$ cat src/hdl/phdlc_pkg.sv
`timescale 1ns / 1ps
`default_nettype none

package phdlc_pkg;

  localparam logic [7:0]  FLAG_BYTE = 8'h7e;
  localparam logic [7:0]  ESC_BYTE  = 8'h7d;
  localparam logic [7:0]  ESC_XOR   = 8'h20;
  localparam logic [7:0]  ADDR_BYTE = 8'hff;
  localparam logic [7:0]  CTRL_BYTE = 8'h03;
  localparam logic [15:0] FCS_INIT  = 16'hffff;
  localparam logic [15:0] FCS_POLY  = 16'h8408;

  localparam int unsigned PADDR_W  = 3;
  localparam logic        REG_ACCM = 1'b0;
  localparam logic [31:0] ACCM_RST = 32'hffff_ffff;

  typedef enum logic [2:0] {
    TOK_OPEN,
    TOK_ADDR,
    TOK_CTRL,
    TOK_DATA,
    TOK_FCS_LO,
    TOK_FCS_HI,
    TOK_CLOSE
  } tok_e;

  typedef struct packed {
    logic [7:0]  data;
    logic        last;
    logic [15:0] trailer;
  } item_t;

  typedef struct packed {
    logic [7:0] line_byte;
    logic       frame_end;
    logic       run_last;
  } emit_t;

  function automatic logic [15:0] fcs_update(input logic [15:0] fcs, input logic [7:0] b);
    logic [15:0] f;
    f = fcs ^ {8'h00, b};
    for (int i = 0; i < 8; i++) begin
      if (f[0]) begin
        f = (f >> 1) ^ FCS_POLY;
      end else begin
        f = f >> 1;
      end
    end
    return f;
  endfunction

  localparam logic [15:0] FCS_HDR = fcs_update(fcs_update(FCS_INIT, ADDR_BYTE), CTRL_BYTE);

endpackage

`default_nettype wire

$ cat src/hdl/ppp_async_hdlc_framer_unit.sv
`timescale 1ns / 1ps
`default_nettype none

// channel  direction  handshake                      payload
// in       sink       in_valid_i / in_stall_o        in_data_byte_i, in_last_byte_i
// out      source     out_valid_o / out_stall_i      out_line_byte_o, out_frame_end_o,
//                                                    out_run_last_o
// cfg      sink       psel/penable/pwrite, pready=1  paddr, pwdata, prdata
//
// One line byte leaves per cycle through the output register unless the output stalls.
// An item causes 1 to 11 line bytes (flag, header, escapes, FCS, closing flag), and a
// mid-frame byte that needs no escape causes a single one; the next item is taken in the
// cycle its predecessor hands its final byte to the output register.
// Reset sets the control map to all ones, closes any frame and sets the FCS to 0xffff.
// A stall on the output holds the output register and, while an item is held, the
// input.

module ppp_async_hdlc_framer_unit (
  input  wire                            clk_i,
  input  wire                            rst_ni,
  input  wire                            in_valid_i,
  output logic                           in_stall_o,
  input  wire [7:0]                      in_data_byte_i,
  input  wire                            in_last_byte_i,
  output logic                           out_valid_o,
  input  wire                            out_stall_i,
  output logic [7:0]                     out_line_byte_o,
  output logic                           out_frame_end_o,
  output logic                           out_run_last_o,
  input  wire                            psel,
  input  wire                            penable,
  input  wire                            pwrite,
  input  wire [phdlc_pkg::PADDR_W-1:0]   paddr,
  input  wire [31:0]                     pwdata,
  output logic [31:0]                    prdata,
  output logic                           pready
);

  logic [31:0]      accm_q;
  logic [15:0]      fcs_q, fcs_d;
  logic             in_frame_q, in_frame_d;
  logic             item_vld_q, item_vld_d;
  phdlc_pkg::item_t item_q, item_d;
  logic             out_vld_q;
  phdlc_pkg::emit_t out_q;
  phdlc_pkg::emit_t em;
  logic             out_take;
  logic             adv;
  logic             item_done;
  logic             in_acc;
  logic [15:0]      fcs_base;
  logic [15:0]      fcs_new;

  assign pready = 1'b1;
  assign prdata = (paddr[phdlc_pkg::PADDR_W-1] == phdlc_pkg::REG_ACCM) ? accm_q : 32'h0;

  always_ff @(posedge clk_i or negedge rst_ni) begin
    if (!rst_ni) begin
      accm_q <= phdlc_pkg::ACCM_RST;
    end else if (psel && penable && pwrite &&
                 (paddr[phdlc_pkg::PADDR_W-1] == phdlc_pkg::REG_ACCM)) begin
      accm_q <= pwdata;
    end
  end

  assign out_take   = !out_vld_q || !out_stall_i;
  assign adv        = item_vld_q && out_take;
  assign item_done  = adv && em.run_last;
  assign in_stall_o = item_vld_q && !item_done;
  assign in_acc     = in_valid_i && !in_stall_o;

  always_comb begin
    fcs_base   = in_frame_q ? fcs_q : phdlc_pkg::FCS_HDR;
    fcs_new    = phdlc_pkg::fcs_update(fcs_base, in_data_byte_i);
    fcs_d      = fcs_q;
    in_frame_d = in_frame_q;
    item_vld_d = item_vld_q;
    item_d     = item_q;
    if (in_acc) begin
      item_vld_d     = 1'b1;
      item_d.data    = in_data_byte_i;
      item_d.last    = in_last_byte_i;
      item_d.trailer = ~fcs_new;
      if (in_last_byte_i) begin
        fcs_d      = phdlc_pkg::FCS_INIT;
        in_frame_d = 1'b0;
      end else begin
        fcs_d      = fcs_new;
        in_frame_d = 1'b1;
      end
    end else if (item_done) begin
      item_vld_d = 1'b0;
    end
  end

  always_ff @(posedge clk_i or negedge rst_ni) begin
    if (!rst_ni) begin
      fcs_q      <= phdlc_pkg::FCS_INIT;
      in_frame_q <= 1'b0;
      item_vld_q <= 1'b0;
    end else begin
      fcs_q      <= fcs_d;
      in_frame_q <= in_frame_d;
      item_vld_q <= item_vld_d;
    end
  end

  always_ff @(posedge clk_i) begin
    item_q <= item_d;
  end

  phdlc_byte_emit u_emit (
    .clk_i       (clk_i),
    .rst_ni      (rst_ni),
    .item_i      (item_q),
    .accm_i      (accm_q),
    .load_i      (in_acc),
    .load_open_i (!in_frame_q),
    .adv_i       (adv),
    .emit_o      (em)
  );

  always_ff @(posedge clk_i or negedge rst_ni) begin
    if (!rst_ni) begin
      out_vld_q <= 1'b0;
    end else if (adv) begin
      out_vld_q <= 1'b1;
    end else if (!out_stall_i) begin
      out_vld_q <= 1'b0;
    end
  end

  always_ff @(posedge clk_i) begin
    if (adv) begin
      out_q <= em;
    end
  end

  assign out_valid_o     = out_vld_q;
  assign out_line_byte_o = out_q.line_byte;
  assign out_frame_end_o = out_q.frame_end;
  assign out_run_last_o  = out_q.run_last;

  a_close_is_last: assert property (@(posedge clk_i) disable iff (!rst_ni)
    out_valid_o && out_frame_end_o |-> out_run_last_o)
    else $error("closing flag not marked as last of its transaction");

  a_esc_not_last: assert property (@(posedge clk_i) disable iff (!rst_ni)
    out_valid_o && (out_line_byte_o == phdlc_pkg::ESC_BYTE) |-> !out_run_last_o)
    else $error("escape prefix ends a transaction");

  a_last_closes: assert property (@(posedge clk_i) disable iff (!rst_ni)
    in_acc && in_last_byte_i |=> !in_frame_q && (fcs_q == phdlc_pkg::FCS_INIT))
    else $error("frame state not cleared after last byte");

  a_no_drop: assert property (@(posedge clk_i) disable iff (!rst_ni)
    in_acc && item_vld_q |-> item_done)
    else $error("held item overwritten before done");

endmodule

`default_nettype wire

$ cat src/hdl/phdlc_byte_emit.sv
`timescale 1ns / 1ps
`default_nettype none

module phdlc_byte_emit (
  input  wire                   clk_i,
  input  wire                   rst_ni,
  input  wire phdlc_pkg::item_t item_i,
  input  wire [31:0]            accm_i,
  input  wire                   load_i,
  input  wire                   load_open_i,
  input  wire                   adv_i,
  output phdlc_pkg::emit_t      emit_o
);

  phdlc_pkg::tok_e tok_q, tok_d, tok_nxt;
  logic            half_q, half_d;
  logic [7:0]      raw_byte;
  logic            can_esc;
  logic            esc;
  logic            tok_final;
  logic            tok_fin;

  always_comb begin
    raw_byte  = phdlc_pkg::FLAG_BYTE;
    can_esc   = 1'b1;
    tok_final = 1'b0;
    tok_nxt   = tok_q;
    case (tok_q)
      phdlc_pkg::TOK_OPEN: begin
        can_esc = 1'b0;
        tok_nxt = phdlc_pkg::TOK_ADDR;
      end
      phdlc_pkg::TOK_ADDR: begin
        raw_byte = phdlc_pkg::ADDR_BYTE;
        tok_nxt  = phdlc_pkg::TOK_CTRL;
      end
      phdlc_pkg::TOK_CTRL: begin
        raw_byte = phdlc_pkg::CTRL_BYTE;
        tok_nxt  = phdlc_pkg::TOK_DATA;
      end
      phdlc_pkg::TOK_DATA: begin
        raw_byte  = item_i.data;
        tok_final = !item_i.last;
        tok_nxt   = phdlc_pkg::TOK_FCS_LO;
      end
      phdlc_pkg::TOK_FCS_LO: begin
        raw_byte = item_i.trailer[7:0];
        tok_nxt  = phdlc_pkg::TOK_FCS_HI;
      end
      phdlc_pkg::TOK_FCS_HI: begin
        raw_byte = item_i.trailer[15:8];
        tok_nxt  = phdlc_pkg::TOK_CLOSE;
      end
      phdlc_pkg::TOK_CLOSE: begin
        can_esc   = 1'b0;
        tok_final = 1'b1;
        tok_nxt   = phdlc_pkg::TOK_CLOSE;
      end
      default: begin
        can_esc = 1'b0;
        tok_nxt = phdlc_pkg::TOK_OPEN;
      end
    endcase
    esc = can_esc && ((raw_byte == phdlc_pkg::ESC_BYTE) || (raw_byte == phdlc_pkg::FLAG_BYTE) ||
                      ((raw_byte[7:5] == 3'b000) && accm_i[raw_byte[4:0]]));
    tok_fin = !esc || half_q;
  end

  always_comb begin
    tok_d  = tok_q;
    half_d = half_q;
    if (load_i) begin
      tok_d  = load_open_i ? phdlc_pkg::TOK_OPEN : phdlc_pkg::TOK_DATA;
      half_d = 1'b0;
    end else if (adv_i) begin
      if (tok_fin) begin
        half_d = 1'b0;
        tok_d  = tok_nxt;
      end else begin
        half_d = 1'b1;
      end
    end
  end

  always_comb begin
    emit_o.line_byte = raw_byte;
    if (esc && !half_q) begin
      emit_o.line_byte = phdlc_pkg::ESC_BYTE;
    end else if (esc) begin
      emit_o.line_byte = raw_byte ^ phdlc_pkg::ESC_XOR;
    end
    emit_o.frame_end = (tok_q == phdlc_pkg::TOK_CLOSE);
    emit_o.run_last  = tok_fin && tok_final;
  end

  always_ff @(posedge clk_i or negedge rst_ni) begin
    if (!rst_ni) begin
      tok_q  <= phdlc_pkg::TOK_OPEN;
      half_q <= 1'b0;
    end else begin
      tok_q  <= tok_d;
      half_q <= half_d;
    end
  end

endmodule

`default_nettype wire
$ cat config.mk
export PLATFORM = sky130hd
export DESIGN_NAME = ppp_async_hdlc_framer_unit
export DESIGN_NICKNAME = d
export VERILOG_FILES = /design/src/hdl/phdlc_pkg.sv /design/src/hdl/ppp_async_hdlc_framer_unit.sv /design/src/hdl/phdlc_byte_emit.sv
export SDC_FILE = /design/constraint.sdc
export NUM_CORES = 1
export LEC_CHECK = 0
export BUFFER_PORTS_ARGS = -buffer_cell sky130_fd_sc_hd__buf_4
export CORE_MARGIN = 2
export CORE_UTILIZATION = 58
export DETAILED_ROUTE_END_ITERATION = 7
export PLACE_DENSITY = 0.8
export REMOVE_ABC_BUFFERS = 1
export SYNTH_ARGS = -nofsm -noshare
export SYNTH_HDL_FRONTEND = slang
export SYNTH_SLANG_ARGS = --single-unit
$ cat constraint.sdc
create_clock -name clk_i -period 9.19 [get_ports clk_i]
set_input_delay 1.838 -clock clk_i [delete_from_list [all_inputs] [get_ports clk_i]]
set_output_delay 1.838 -clock clk_i [all_outputs]
set_load 0.01 [all_outputs]
==> impl_metrics.tcl <==
set metrics [dict create \
    synthArstFlopShare_pct 61.1 \
    grt_pass1_wl_um 15800 \
    cap_violations 0 \
    boundaryPins 96 \
    grt-ovfl-total 0 \
    yosys_most_used_dff "dfstp_2" \
    timing.rr.start "u_emit.tok_q[1]$_DFFE_PN0P_" \
    hold_path.startpoint "fcs_q[15]$_DFFE_PN1P_" \
    yosysSeqAreaShare_pct 51.6 \
    routed.top_layer "met4" \
    syn-instance-count 393 \
    drc_errors 0 \
    crit_fanout 16 \
    synth_area_per_cell_sq_um 12.3 \
    synth_area_sq_um 4820 \
    core_area_sq_um 8130 \
    fin_crit_ps 5810 \
    cts_buffers 9 \
    cts.hold.buffers_added 0 \
    clock_sinks 90 \
    ctsResizeCount 0 \
    worst_pin_slew_ps 890 \
    setup_slack_ps 3380 \
    hp-class "reg -> reg" \
    vias_per_cell 5.60 \
    clockRootBuffer "clkbuf_8" \
    vdd_drop_max_mv 0.185 \
    clk_latency_ps 360 \
    place_congestion 0.817 \
    clockBufferDepth 2 \
    rsz0062_at_grt "false" \
    final_common_cell "buf_4" \
    track_usage_pct 22.9 \
    ant_nets 0 \
    start_util_pct 59.3 \
    grt_pass1_vias 3182 \
    synth_edf_count 35 \
    yosys_warnings 0 \
    yosysTopAreaCellShare_pct 26.1 \
    die-height_um 95.2 \
    outcome "finished clean" \
    drt-met1-wl_um 4410 \
    area_growth_pct 18.8 \
    rows 33 \
    dieArea_sq_um 9060 \
    dr_wl_met2_um 4910 \
    dr_wl_met3_um 454 \
    cts_tree "built" \
    path_clk_slew_ps 80 \
    diodes 0 \
    grt_antenna_before_repair 0 \
    io_buffers 92 \
    skew_ps 13.6 \
    endpoint_kind "primary output" \
    die_x_um 95.2 \
    routed_wl_um 9960 \
    post-cts-setup-buffer-count 0 \
    drtIter0Drc 214 \
    leakagePower_uw 0.00237 \
    crit_type "reg -> out" \
    place_ws_ps 3790 \
    cp.required_ps 7350 \
    startpoint "u_emit.tok_q[1]$_DFFE_PN0P_" \
    routedWlPerCell_um 17.0 \
    finalMaxSlewViolations 0 \
    worstPathArrival_ps 3970 \
    final_cell_mix "buf_4, dfstp_2, edfxtp_1" \
    dpl.hpwl_um 6880 \
    grt_max_degree 56 \
    synth_area_leader_cell "dfstp_2" \
    period_share_pct 63.2 \
    start_kind "register" \
    max_freq_ghz 0.172 \
    maxSlewHeadroom_pct 40.7 \
    nFillCells 602 \
    drive_gt1_share_pct 43.8 \
    htreeDepth 3 \
    firstDrtPassIters 5 \
    p_per_area_nw_per_um2 348 \
    finalSetupViolations 0 \
    tns_ps 0 \
    fin_nets 532 \
    ys_ff_latch 90 \
    timing_hold_violations_final 0 \
    num_vias 3289 \
    ys_types 63 \
    synth_area_leaders "dfstp_2, edfxtp_1, mux2_2, xnor2_1, mux2_4" \
    fin_util_pct 70.5 \
]
-- layout make-up --
class	count	area [sq um]	area share [%]
Sequential cell	90	2490	43.4
Multi-Input combinational cell	269	2170	37.8
Timing Repair Buffer	93	698	12.2
Clock buffer	11	141	2.47
Tap cell	105	131	2.29
Clock inverter	5	53.8	0.939
Inverter	14	52.6	0.917
-- path summary, 6_finish.rpt --
path	to	slack, ps	cells after the start
hold reg to reg	fcs_q[15]$_DFFE_PN1P_	470	2
setup / recovery	in_stall_o	3380	11
hold / removal	fcs_q[15]$_DFFE_PN1P_	470	2
min in group asynchronous	in_frame_q$_DFFE_PN0P_	1540	1
setup reg to reg	fcs_q[0]$_DFFE_PN1P_	4830	11
max in group asynchronous	u_emit.tok_q[2]$_DFFE_PN0P_	7180	1
-- metal layers --
| metal | GRT usage, % | vias up |
|---|---|---|
| met5 | 0 | - |
| met4 | 9.18 | 0 |
| met3 | 3.72 | 20 |
| met2 | 35.7 | 91 |
| met1 | 32.1 | 1618 |
| li1 | - | 1560 |
-- power by group --
group	switching (uW)	leakage, uW	internal [uW]
clock	137	0.0000930	132
sequential	88.5	0.000904	640
combinational	538	0.00137	457
-- registers in the layout, summed over array words and instances (netlist names) --
| signal | count |
|---|---|
| out_frame_end_o | 1 |
| u_emit.tok_q | 3 |
| fcs_q | 16 |
| out_line_byte_o | 8 |
| item_vld_q | 1 |
| accm_q | 32 |
| in_frame_q | 1 |
| out_valid_o | 1 |
| out_run_last_o | 1 |
| u_emit.half_q | 1 |
| item_q | 25 |
-- worst max-delay path, stage by stage (launching register included) --
cell and delay (ps):
dfrtp_1 420, inv_1 110, ha_1 620, a22oi_2 290, a21oi_4 530, mux2i_1 250, mux2i_1 130, o211ai_1 250
o22ai_2 170, o21ai_2 470, a31oi_1 200, buf_4 180
-- Yosys cell counts (6+ instances only) --
master    count
a211oi_1      7
a21oi_1       6
clkbuf_1     10
dfrtp_1       7
dfstp_2      48
edfxtp_1     35
inv_1        14
mux2_2       32
mux2_4       13
mux2i_1      19
nand2_1      26
nand2b_1     15
nor2_1       19
nor2b_1      30
xnor2_1      24
xor2_1        7
-- per-stage QoR --
step / total power [uW] / cells / area, sq um / hold WS (ps)
after floorplan: 1450 / 373 / 4710 / 444
after CTS: 2000 / 587 / 5730 / 473
after global placement: 1700 / 571 / 5540 / 457
final: 1990 / 587 / 5730 / 471
after global routing: 2130 / 587 / 5730 / 487
after detailed placement: 1720 / 571 / 5540 / 460
-- cell families after synthesis --
kind of cell	Yosys count	share of synthesized area (%)
mux	66	15.9
buf+inv	34	3.53
flops	90	51.6
compound gates	57	10.2
fa+ha+maj	4	1.04
xor+xnor	31	5.63
other cells	1	0.0777
simple gates	110	12.0
Power figures use the tool's default switching activity.
